### src/sv/stack_with_threshold_purge_defines.svh
// Assertion helpers for the stack block. Both expect clk and rst_n in scope.
`ifndef STACK_WITH_THRESHOLD_PURGE_DEFINES_SVH
`define STACK_WITH_THRESHOLD_PURGE_DEFINES_SVH

// Condition must hold in the same cycle as the trigger.
`define SWTP_ASSERT_NOW(lbl, trig, cond) \
  lbl: assert property (@(posedge clk) disable iff (!rst_n) (trig) |-> (cond)) \
    else $error("stack assertion failed");

// Condition must hold in the cycle after the trigger.
`define SWTP_ASSERT_NEXT(lbl, trig, cond) \
  lbl: assert property (@(posedge clk) disable iff (!rst_n) (trig) |=> (cond)) \
    else $error("stack assertion failed");

`endif

### src/sv/swtp_pkg.sv
package swtp_pkg;

  localparam logic [2:0] OP_PUSH  = 3'd0;
  localparam logic [2:0] OP_POP   = 3'd1;
  localparam logic [2:0] OP_PEEK  = 3'd2;
  localparam logic [2:0] OP_CLEAR = 3'd3;
  localparam logic [2:0] OP_PURGE = 3'd4;
  localparam logic [2:0] OP_DRAIN = 3'd5;

  localparam logic [1:0] ST_RECORD = 2'd0;
  localparam logic [1:0] ST_EMPTY  = 2'd1;
  localparam logic [1:0] ST_FULL   = 2'd2;
  localparam logic [1:0] ST_DONE   = 2'd3;

  typedef struct packed {
    logic [47:0]        tag;
    logic [7:0]         kind;
    logic signed [31:0] value;
  } record_t;

  typedef struct packed {
    logic [1:0] status;
    record_t    rec;
    logic       last;
  } result_t;

endpackage

### src/sv/swtp_out_slot.sv
module swtp_out_slot (
  input  logic               clk,
  input  logic               rst_n,
  input  logic               load,
  input  swtp_pkg::result_t  res,
  output logic               free,
  input  logic               out_ready,
  output logic               out_valid,
  output logic [1:0]         out_status,
  output logic [47:0]        out_name_tag,
  output logic [7:0]         out_kind_code,
  output logic signed [31:0] out_value,
  output logic               out_last
);

  logic              valid_r;
  logic              valid_nxt;
  swtp_pkg::result_t res_r;

  assign free      = !valid_r || out_ready;
  assign valid_nxt = load || (valid_r && !out_ready);

  always_ff @(posedge clk) begin
    if (!rst_n) begin
      valid_r <= 1'b0;
    end else begin
      valid_r <= valid_nxt;
    end
  end

  always_ff @(posedge clk) begin
    if (load) begin
      res_r <= res;
    end
  end

  assign out_valid     = valid_r;
  assign out_status    = res_r.status;
  assign out_name_tag  = res_r.rec.tag;
  assign out_kind_code = res_r.rec.kind;
  assign out_value     = res_r.rec.value;
  assign out_last      = res_r.last;

endmodule

### src/sv/stack_with_threshold_purge.sv
// Bounded LIFO stack of records (48-bit tag, kind byte, signed 32-bit value) kept in one
// synchronous record memory with a single read and a single write port. One operation is
// handled at a time and each result beat passes through an output register. Push, clear,
// unused codes and any operation on an empty stack finish in the idle state; pop and peek of
// a record first wait for the memory read. Purge reads the stack top-down to emit the removed
// records, then bottom-up to pack the kept ones, one memory read per cycle while no removed
// record waits for the result channel. Drain reads the stack top-down, emitting every record.
module stack_with_threshold_purge #(
  parameter int DEPTH = 32
) (
  input  logic               clk,
  input  logic               rst_n,
  input  logic               in_valid,
  output logic               in_ready,
  input  logic [2:0]         in_operation,
  input  logic [47:0]        in_name_tag,
  input  logic [7:0]         in_kind_code,
  input  logic signed [31:0] in_item_value,
  input  logic signed [31:0] in_limit,
  output logic               out_valid,
  input  logic               out_ready,
  output logic [1:0]         out_status,
  output logic [47:0]        out_name_tag,
  output logic [7:0]         out_kind_code,
  output logic signed [31:0] out_value,
  output logic               out_last
);

`include "stack_with_threshold_purge_defines.svh"

  localparam int AW = (DEPTH > 1) ? $clog2(DEPTH) : 1;
  localparam int CW = $clog2(DEPTH + 1);

  localparam logic [2:0] S_IDLE = 3'd0;
  localparam logic [2:0] S_POP  = 3'd1;
  localparam logic [2:0] S_PRG  = 3'd2;
  localparam logic [2:0] S_CMP  = 3'd3;
  localparam logic [2:0] S_DRN  = 3'd4;
  localparam logic [2:0] S_FIN  = 3'd5;

  logic [2:0]         state_r, state_nxt;
  logic [CW-1:0]      cnt_r, cnt_nxt;
  logic [AW-1:0]      idx_r, idx_nxt;
  logic [CW-1:0]      wp_r, wp_nxt;
  logic signed [31:0] limit_r, limit_nxt;
  logic               pop_r, pop_nxt;

  swtp_pkg::record_t  mem [DEPTH];
  swtp_pkg::record_t  rd_data_r;
  swtp_pkg::record_t  wr_data;
  logic               rd_en;
  logic [AW-1:0]      rd_addr;
  logic               wr_en;
  logic [AW-1:0]      wr_addr;

  swtp_pkg::result_t  res;
  logic               res_load;
  logic               out_free;

  logic [CW-1:0]      top_c;
  logic [AW-1:0]      top_a;
  logic               below;
  logic               in_fire;

  logic               out_no_record;
  logic               out_fields_zero;
  logic               push_ok;

  assign top_c    = cnt_r - CW'(1);
  assign top_a    = top_c[AW-1:0];
  assign below    = rd_data_r.value < limit_r;
  assign in_ready = (state_r == S_IDLE) && out_free;
  assign in_fire  = in_valid && in_ready;

  always_comb begin
    state_nxt = state_r;
    cnt_nxt   = cnt_r;
    idx_nxt   = idx_r;
    wp_nxt    = wp_r;
    limit_nxt = limit_r;
    pop_nxt   = pop_r;
    rd_en     = 1'b0;
    rd_addr   = idx_r;
    wr_en     = 1'b0;
    wr_addr   = wp_r[AW-1:0];
    wr_data   = rd_data_r;
    res_load  = 1'b0;
    res       = '0;
    case (state_r)
      S_IDLE: begin
        if (in_fire) begin
          case (in_operation)
            swtp_pkg::OP_PUSH: begin
              res_load = 1'b1;
              res.last = 1'b1;
              if (cnt_r == CW'(DEPTH)) begin
                res.status = swtp_pkg::ST_FULL;
              end else begin
                wr_en         = 1'b1;
                wr_addr       = cnt_r[AW-1:0];
                wr_data.tag   = in_name_tag;
                wr_data.kind  = in_kind_code;
                wr_data.value = in_item_value;
                cnt_nxt       = cnt_r + CW'(1);
                res.status    = swtp_pkg::ST_DONE;
              end
            end
            swtp_pkg::OP_POP, swtp_pkg::OP_PEEK: begin
              if (cnt_r == '0) begin
                res_load   = 1'b1;
                res.last   = 1'b1;
                res.status = swtp_pkg::ST_EMPTY;
              end else begin
                rd_en     = 1'b1;
                rd_addr   = top_a;
                pop_nxt   = (in_operation == swtp_pkg::OP_POP);
                state_nxt = S_POP;
              end
            end
            swtp_pkg::OP_CLEAR: begin
              cnt_nxt    = '0;
              res_load   = 1'b1;
              res.last   = 1'b1;
              res.status = swtp_pkg::ST_DONE;
            end
            swtp_pkg::OP_PURGE, swtp_pkg::OP_DRAIN: begin
              limit_nxt = in_limit;
              if (cnt_r == '0) begin
                res_load   = 1'b1;
                res.last   = 1'b1;
                res.status = swtp_pkg::ST_DONE;
              end else begin
                rd_en     = 1'b1;
                rd_addr   = top_a;
                idx_nxt   = top_a;
                state_nxt = (in_operation == swtp_pkg::OP_PURGE) ? S_PRG : S_DRN;
              end
            end
            default: begin
              res_load   = 1'b1;
              res.last   = 1'b1;
              res.status = swtp_pkg::ST_DONE;
            end
          endcase
        end
      end
      S_POP: begin
        if (out_free) begin
          res_load   = 1'b1;
          res.last   = 1'b1;
          res.status = swtp_pkg::ST_RECORD;
          res.rec    = rd_data_r;
          if (pop_r) begin
            cnt_nxt = top_c;
          end
          state_nxt = S_IDLE;
        end
      end
      S_PRG: begin
        // The read data stays put while a removed record waits for the output register.
        if (!below || out_free) begin
          if (below) begin
            res_load   = 1'b1;
            res.status = swtp_pkg::ST_RECORD;
            res.rec    = rd_data_r;
          end
          rd_en = 1'b1;
          if (idx_r == '0) begin
            rd_addr   = '0;
            wp_nxt    = '0;
            state_nxt = S_CMP;
          end else begin
            rd_addr = idx_r - AW'(1);
            idx_nxt = idx_r - AW'(1);
          end
        end
      end
      S_CMP: begin
        // Kept records slide down; the write pointer never passes the read index.
        if (!below) begin
          wr_en   = 1'b1;
          wr_addr = wp_r[AW-1:0];
          wr_data = rd_data_r;
        end
        if (CW'(idx_r) == top_c) begin
          cnt_nxt   = wp_r + CW'(!below);
          state_nxt = S_FIN;
        end else begin
          wp_nxt  = wp_r + CW'(!below);
          rd_en   = 1'b1;
          rd_addr = idx_r + AW'(1);
          idx_nxt = idx_r + AW'(1);
        end
      end
      S_DRN: begin
        if (out_free) begin
          res_load   = 1'b1;
          res.status = swtp_pkg::ST_RECORD;
          res.rec    = rd_data_r;
          if (idx_r == '0) begin
            cnt_nxt   = '0;
            state_nxt = S_FIN;
          end else begin
            rd_en   = 1'b1;
            rd_addr = idx_r - AW'(1);
            idx_nxt = idx_r - AW'(1);
          end
        end
      end
      S_FIN: begin
        if (out_free) begin
          res_load   = 1'b1;
          res.last   = 1'b1;
          res.status = swtp_pkg::ST_DONE;
          state_nxt  = S_IDLE;
        end
      end
      default: begin
        state_nxt = S_IDLE;
      end
    endcase
  end

  always_ff @(posedge clk) begin
    if (!rst_n) begin
      state_r <= S_IDLE;
      cnt_r   <= '0;
    end else begin
      state_r <= state_nxt;
      cnt_r   <= cnt_nxt;
    end
  end

  always_ff @(posedge clk) begin
    idx_r   <= idx_nxt;
    wp_r    <= wp_nxt;
    limit_r <= limit_nxt;
    pop_r   <= pop_nxt;
  end

  always_ff @(posedge clk) begin
    if (wr_en) begin
      mem[wr_addr] <= wr_data;
    end
  end

  always_ff @(posedge clk) begin
    if (rd_en) begin
      rd_data_r <= mem[rd_addr];
    end
  end

  swtp_out_slot u_out (
    .clk           (clk),
    .rst_n         (rst_n),
    .load          (res_load),
    .res           (res),
    .free          (out_free),
    .out_ready     (out_ready),
    .out_valid     (out_valid),
    .out_status    (out_status),
    .out_name_tag  (out_name_tag),
    .out_kind_code (out_kind_code),
    .out_value     (out_value),
    .out_last      (out_last)
  );

  assign out_no_record   = out_valid && (out_status != swtp_pkg::ST_RECORD);
  assign out_fields_zero = (out_name_tag == 48'd0) && (out_kind_code == 8'd0) &&
                           (out_value == 32'sd0);
  assign push_ok         = in_fire && (in_operation == swtp_pkg::OP_PUSH) &&
                           (cnt_r != CW'(DEPTH));

  `SWTP_ASSERT_NOW(a_load_when_free, res_load, out_free)
  `SWTP_ASSERT_NOW(a_count_range, 1'b1, cnt_r <= CW'(DEPTH))
  `SWTP_ASSERT_NOW(a_status_zero_fields, out_no_record, out_fields_zero)
  `SWTP_ASSERT_NEXT(a_push_grows, push_ok, cnt_r == $past(cnt_r) + CW'(1))

endmodule
### config.mk
export PLATFORM = sky130hd
export DESIGN_NAME = stack_with_threshold_purge
export DESIGN_NICKNAME = d
export VERILOG_FILES = /design/src/sv/swtp_pkg.sv /design/src/sv/swtp_out_slot.sv /design/src/sv/stack_with_threshold_purge.sv
export VERILOG_INCLUDE_DIRS = /design/src /design/src/sv
export SDC_FILE = /design/constraint.sdc
export NUM_CORES = 2
export LEC_CHECK = 0
export ABC_AREA = 1
export BUFFER_PORTS_ARGS = -buffer_cell sky130_fd_sc_hd__buf_2
export CAP_MARGIN = 20
export CORE_UTILIZATION = 54
export DETAILED_ROUTE_END_ITERATION = 12
export PLACE_DENSITY_LB_ADDON = 0.05
export SYNTH_ARGS = -nofsm -noshare
export SYNTH_HDL_FRONTEND = slang
export SYNTH_SLANG_ARGS = --single-unit
### constraint.sdc
create_clock -name clk -period 13.2 [get_ports clk]
set_input_delay 2.64 -clock clk [delete_from_list [all_inputs] [get_ports clk]]
set_output_delay 2.64 -clock clk [all_outputs]
set_load 0.1 [all_outputs]
# Yosys cells after proc, flatten, opt, wreduce, memory -nomap -nowiden
# Memories as Yosys holds them, arrays and structs flattened. A register that Yosys moved wholly into a read port is not among the register bits.
# Index checks and enable logic that the tools add are counted.
# word_totals
elab_cells	155
out_inout_bits	93
inputBits	127
ramBits	2816
mem_count	1
register_bits	145
# op_classes
magnitude_cmp	1
n_eq_ne	28
n_reduce_logical	27
bitwise_logic	1
mux	80
n_addsub	5
# mem_list
name	depth	word_bits	read_ports	rd_clocked_by_memory_dff	write_ports	line_no	text
mem	32	88	1	1	1	stack_with_threshold_purge.sv:48	swtp_pkg::record_t mem [DEPTH];
# op_table
operator	count
$mux 88	7
$pmux 88 s3	1
$mux 89	1
$mux 5	15
$mux 6	9
$pmux 5 s4	2
$lt 32x32->1	1
$mux 3	10
$pmux 6 s2	2
$pmux 6 s4	1
$mux 1	21
$ne 2x2->1 const B	9
$pmux 3 s5	1
$eq 3x2->1 const B	4
$eq 3x3->1 const B	4
$reduce_and 4->1	3
$pmux 2 s5	1
$reduce_and 10->1	1
$ne 3x3->1 const B	3
$reduce_and 9->1	1
$reduce_bool 4->1	2
$add 6x1->6	1
$add 6x1->6 const B	1
$eq 3x1->1 const B	2
other kinds (25)	39

# Longest topological paths before layout
# depth
ltp_word	8
depth_mapped	27
ltp_nobuf	25

# Modules after synthesis
# From an unflattened synthesis, not the netlist that was laid out.
# hier_totals
hier_cells	10446
hier_area_um2	126053.4
# modules_own_cells
mod	seq_area_each_um2	instances	cells_per_inst	area_each_um2
stack_with_threshold_purge	88705.1	1	10349	123274.5
swtp_out_slot	2752.6	1	97	2778.9

# Least setup slack after synthesis
# Ideal clock, no wire load.
# synth_path
path_type	input -> register
from	input port out_ready
to	register u_out.res_r, in the netlist u_out.out_kind_code[0] (enable)
path_buffers	1
slack_ns	3.186
setup_ns	0.668
t_arrival_ns	9.346
path_stages	3
required_time_ns	12.532
path_cell_list	nor2_2 > clkbuf_1 > o21ai_0
# synth_between
elab_chain_cells	5
word_cells_on_any_way	8
cone_classes	mux (4); reduce/logical (4)
# synth_rtl
item	line_no	text
start: declaration	stack_with_threshold_purge.sv:21	input logic out_ready,
$logic_or 1x1->1 (*)	swtp_out_slot.sv:20	assign free = !valid_r || out_ready;
$logic_and 1x1->1	stack_with_threshold_purge.sv:72	assign in_ready = (state_r == S_IDLE) && out_free;
$logic_and 1x1->1	stack_with_threshold_purge.sv:73	assign in_fire = in_valid && in_ready;
$mux 1	stack_with_threshold_purge.sv:91	if (in_fire) begin
$pmux 1 s3 (*)	stack_with_threshold_purge.sv:89	case (state_r)
named net res_load	stack_with_threshold_purge.sv:57	logic res_load;
end signal: assignment	swtp_out_slot.sv:33	res_r <= res;
end: declaration	swtp_out_slot.sv:18	swtp_pkg::result_t res_r;
# Mark *: on every way through the listed nets, which the timed path passes. The rest lies on a longest branch.
# A chain may end at the register's enable or synchronous reset.

# Final worst setup path
# layout_path
from	input port out_ready
to	register, netlist name rd_data_r[4]
# layout_between
elab_chain_cells	5
word_cells_on_any_way	12
cone_classes	mux (8); reduce/logical (4)
# layout_rtl
item	line_no
$logic_or 1x1->1 (*)	swtp_out_slot.sv:20
$logic_and 1x1->1	stack_with_threshold_purge.sv:72
$logic_and 1x1->1	stack_with_threshold_purge.sv:73
$mux 5 / $mux 1 (equally long branches)	stack_with_threshold_purge.sv:91
$pmux 5 s4 / $pmux 1 s4 (equally long branches)	stack_with_threshold_purge.sv:89
# Every way passes the cells marked *; elsewhere a longest branch is shown, timed or not.

==> summary by stage <==
Outcome
The run finished with clean final reports.

Synth
Of the total synthesized cell area, the portion taken by full adders, half adders and majority gates is 0.003904. Counting flops with an async set or reset pin after synthesis yields a share of 0. The most used flip-flop cell after synthesis is sky130_fd_sc_hd__edfxtp_1. The area of the mapped netlist is 125000 µm². The number of warnings issued by yosys is 0. The number of synthesized flops with an enable pin is 3039. Among all cell types in the netlist, the one instantiated most often is sky130_fd_sc_hd__nand3_1.

Of the post-synthesis cell area, the dominant cell type holds 0.7301. In the synthesized netlist, the cells that appear most often are sky130_fd_sc_hd__nand3_1 (3158), sky130_fd_sc_hd__edfxtp_1 (3039), sky130_fd_sc_hd__nand2_1 (2714), sky130_fd_sc_hd__buf_2 (479), sky130_fd_sc_hd__inv_1 (370). The share of the Yosys chip area taken by registers is 0.7317. The cell type contributing the most total cell area after synthesis is sky130_fd_sc_hd__edfxtp_1. After synthesis, the share of cell area in mux cells is 0. Dividing the synthesized area by the synthesized cell count gives 11.96 µm².

The register bit total from synthesis is 3049. The largest family of logic cells by synthesized area is simple AND/OR/NAND/NOR gates. The simple logic cell fraction of the synthesized area is 0.2177. The number of distinct library cells after synthesis is 45.

By area the synthesized netlist is led by sky130_fd_sc_hd__edfxtp_1 (73%), sky130_fd_sc_hd__nand3_1 (13%), sky130_fd_sc_hd__nand2_1 (8.2%). The number of nets in the synthesized netlist is between 10k and 15k. Counting every instance in the synthesized netlist gives around 10k.

The compound-cell area share of the yosys netlist was 0.006627. The parity-gate share of the synthesized area counting xor and xnor cells is 0.0009509.

Floorplanning
The number of top-level pins is 220. From bottom edge to top edge, the die measures 483.1 µm. The die covers roughly 230000 µm².

The floorplan core area is between 200000 and 250000 µm². The width of the chip is between 400 and 500 µm. The initial cell density of the core is 0.5432. In this run the core area contains 176 standard-cell rows.

Critical path
The critical-path maximum fanout is 194. The path type of the worst setup path is input pin to flip-flop. The number of buffers and inverters on the critical path is 4.

For the worst setup path, the data arrival time is 8.65 ns. STA puts the critical path data required time at 14.01 ns. On the worst path, the slowest cell contributes a delay of 1.04 ns.

The signal on the critical path passes through buf_2 > nor2_4 > buf_4 > nor2_1 > a22oi_1 > nand2_1 > nor2_2 > nand3_4 > nand2_8 > buf_12 > buf_4 > nand2_1 > nand3_1 > nand3_1 > nand3_1 > nand3_1 > nand2_1. Among the stages of the critical path, the cell type that occurs most often is sky130_fd_sc_hd__nand3_1. On the critical path, the stage with the largest delay is an instance of sky130_fd_sc_hd__nand2_8. Counting cells, the worst reg-to-reg path comes to 19. The family of cells with the greatest summed delay on the critical path is simple AND/OR/NAND/NOR gates.

The number of cells on the critical path is 17. Setup slack on the worst reg-to-reg path comes out at 6.48 ns. The worst setup path is launched from an input pin.

The worst register-to-register path begins at rd_data_r[31]$_DFFE_PP_. In this run the critical register-to-register path is captured at rd_data_r[4]$_DFFE_PP_. The worst setup path is captured at a flip-flop.

Final layout
The fraction of layout cells with a size suffix above 1 is 0.08621. The net count of the finished layout is 10.67k. From synthesis to final layout, the design area changed by 11.22%.

Timing
Between clock sinks in the finished design, the worst skew comes to 0.03762 ns. Headroom to the max-slew limit came out at 0.1823. The maximum clock rate is 0.1275 GHz. The max-slew violation total from the final report is 0. The smallest clock period supported by the final layout is computed as 7.845 ns.

Adding up every negative setup slack in the final design gives 0 ns. The final setup violation count is 0. The hold violation total from the final report is 0. In the finished design, the share of the clock period the worst path needs comes to 0.5943. Setup repair after global routing left no endpoint under its margin. For the pin with the worst max-slew slack, the measured transition is 1.227 ns.

GRT
The highest-utilization routing layer at the global route stage is met2. The fraction of met2 tracks used by global routing is 0.5202. The wire length of the first global-routing pass is 561.7 mm. The via count of the first global-routing pass is 80.67k. The pin count of the biggest net entering global routing is roughly 210.

For met1 alone, demand over resource in global routing was 0.4727. The final global-route overflow total is 0. The initial antenna violation count is 13. The met3 usage is 0.04795. For this run, the total global-route usage over all layers was measured as 0.3287.

Clock tree
Clock-pin slew was measured on the worst setup and hold paths at 0.06 ns. Buffers inserted to repair hold after CTS numbered 0. The maximum buffer depth of the clock tree is 4. The clock root buffer is sky130_fd_sc_hd__clkbuf_16. The CTS tree is built.

The total clock buffers created by CTS is 332. The H-tree was split into 5 levels. At the later pin of the worst-skew pair, clock insertion delay measures around 0.95 ns. The count of clock tree sinks is 3049.

The post-CTS resize count is 0. After clock tree synthesis, the setup repair step added 0 buffers.

Placement
Summed over all nets, the half-perimeter wirelength after detailed placement is 172.6 mm. In this run the tool buffered the top-level ports with 219 buffer cells. Routability-driven placement finished with a final weighted congestion of 0.8678.

Run
The number of violations of the max-capacitance limit is 0.

Hold path
Counting instances, the worst hold path has a depth of 2. The capture endpoint of the worst hold path is state_r[2]$_SDFFE_PN0P_. The worst hold path begins at state_r[2]$_SDFFE_PN0P_.

The type of the tightest min-delay check is flip-flop to flip-flop.

Detailed routing
Using the TritonRoute via totals, the vias-per-cell ratio works out to 6.229. Summing over every cut layer, the via total after detailed routing is 85.73k. The number of remaining DRC errors is 0.

The count of nets left with antenna violations once routing finished came out at 0. The detailed router finished its first iteration with between 10k and 15k violations. The wire length reported by the detailed router is 388.5 mm. The first-pass detailed-route iteration total is 6. After detailed routing, the average wire length per cell comes to 28.22 µm.
[worst register-to-register path: stages (launching register included)]
cell and delay (ns):
sky130_fd_sc_hd__edfxtp_1 0.46, sky130_fd_sc_hd__ha_1 0.63, sky130_fd_sc_hd__nand2_1 0.14, sky130_fd_sc_hd__nor2_1 0.20
sky130_fd_sc_hd__nand2_1 0.31, sky130_fd_sc_hd__nor2_1 0.19, sky130_fd_sc_hd__nand2_1 0.14, sky130_fd_sc_hd__nand3_1 0.14
sky130_fd_sc_hd__nand3_1 0.21, sky130_fd_sc_hd__nand3_1 0.25, sky130_fd_sc_hd__nand3_4 0.66, sky130_fd_sc_hd__nand2_8 1.07
sky130_fd_sc_hd__buf_12 0.74, sky130_fd_sc_hd__buf_4 0.74, sky130_fd_sc_hd__nand2_1 0.17, sky130_fd_sc_hd__nand3_1 0.11
sky130_fd_sc_hd__nand3_1 0.10, sky130_fd_sc_hd__nand3_1 0.14, sky130_fd_sc_hd__nand3_1 0.08, sky130_fd_sc_hd__nand2_1 0.12
[metal layers]
metal,share of wire,vias up
met1,0.41,42850
met2,0.47,4786
met4,0.031,6
li1,-,37350
met3,0.096,741
met5,0.000085,-
[how the worst max path moves through the flow]
stage,startpoint,endpoint,slack (ns)
global placement,out_ready,rd_data_r[6]$_DFFE_PP_,4.68
global route,out_ready,rd_data_r[4]$_DFFE_PP_,5.12
detailed placement,out_ready,rd_data_r[4]$_DFFE_PP_,4.49
CTS,out_ready,rd_data_r[4]$_DFFE_PP_,5.49
floorplan,out_ready,u_out.out_kind_code[0]$_DFFE_PP_,3.19
finish,out_ready,rd_data_r[4]$_DFFE_PP_,5.36
[through the flow]
stage                     setup WS (ns)  std cells  area, µm²  utilization  hold slack, ns
after global placement            4.684      13160     128600       0.5588          0.5395
after CTS                         5.488      13740     138700       0.6026          0.5548
after global routing              5.124      13760     139000       0.6041          0.5726
after detailed placement          4.491      13170     128800       0.5596          0.5483
after floorplan                   3.186      10460     125000            -          0.4978
final                             5.355      13760     139000       0.6041          0.5632
[final cells by class]
cell class	instances	area, µm²
diodes	8	20.02
clock buffers	409	8703
clock inverters	155	1194
fillers	18100	91110
inverters	385	1473
multi-input cells	6318	29090
flip-flops and latches	3049	91460
well taps	3026	3786
repair buffers	413	3288
[registers in the layout, summed over array words and instances, names as in the netlist]
register             count
mem                   2816
u_out.out_name_tag      48
state_r                  3
wp_r                     6
pop_r                    1
cnt_r                    6
limit_r                 32
u_out.out_status         2
idx_r                    5
rd_data_r               88
u_out.out_value         32
u_out.out_kind_code      8
u_out.out_valid          1
u_out.out_last           1
[cells in the final DEF, fill, tap and decap left out, types with 10 or more instances in the layout]
master | netlist | layout
sky130_fd_sc_hd__a21oi_1 | 36 | 36
sky130_fd_sc_hd__buf_12 | 0 | 40
sky130_fd_sc_hd__buf_2 | 479 | 219
sky130_fd_sc_hd__buf_4 | 43 | 129
sky130_fd_sc_hd__buf_8 | 0 | 21
sky130_fd_sc_hd__bufinv_16 | 0 | 19
sky130_fd_sc_hd__clkbuf_1 | 160 | 72
sky130_fd_sc_hd__clkbuf_16 | 0 | 338
sky130_fd_sc_hd__clkinv_1 | 2 | 81
sky130_fd_sc_hd__clkinv_2 | 0 | 43
sky130_fd_sc_hd__dfxtp_1 | 10 | 10
sky130_fd_sc_hd__edfxtp_1 | 3039 | 3039
sky130_fd_sc_hd__ha_1 | 39 | 39
sky130_fd_sc_hd__inv_1 | 370 | 369
sky130_fd_sc_hd__nand2_1 | 2714 | 2711
sky130_fd_sc_hd__nand3_1 | 3158 | 3158
sky130_fd_sc_hd__nand3b_1 | 36 | 36
sky130_fd_sc_hd__nand4_1 | 14 | 14
sky130_fd_sc_hd__nor2_1 | 134 | 99
sky130_fd_sc_hd__nor2_4 | 1 | 37
sky130_fd_sc_hd__nor3_1 | 48 | 48
sky130_fd_sc_hd__o21ai_0 | 74 | 31
sky130_fd_sc_hd__o21ai_1 | 7 | 24
sky130_fd_sc_hd__o21ai_2 | 0 | 25
[logic make-up after synthesis]
logic type | Yosys count
flops | 3049
simple gates | 6120
xor+xnor | 11
buf+inv | 1088
compound gates | 148
fa+ha+maj | 39
Power is left out: the tool's default activity adds up to more than one toggle a clock period on the data nets, which glitch-free logic cannot reach.
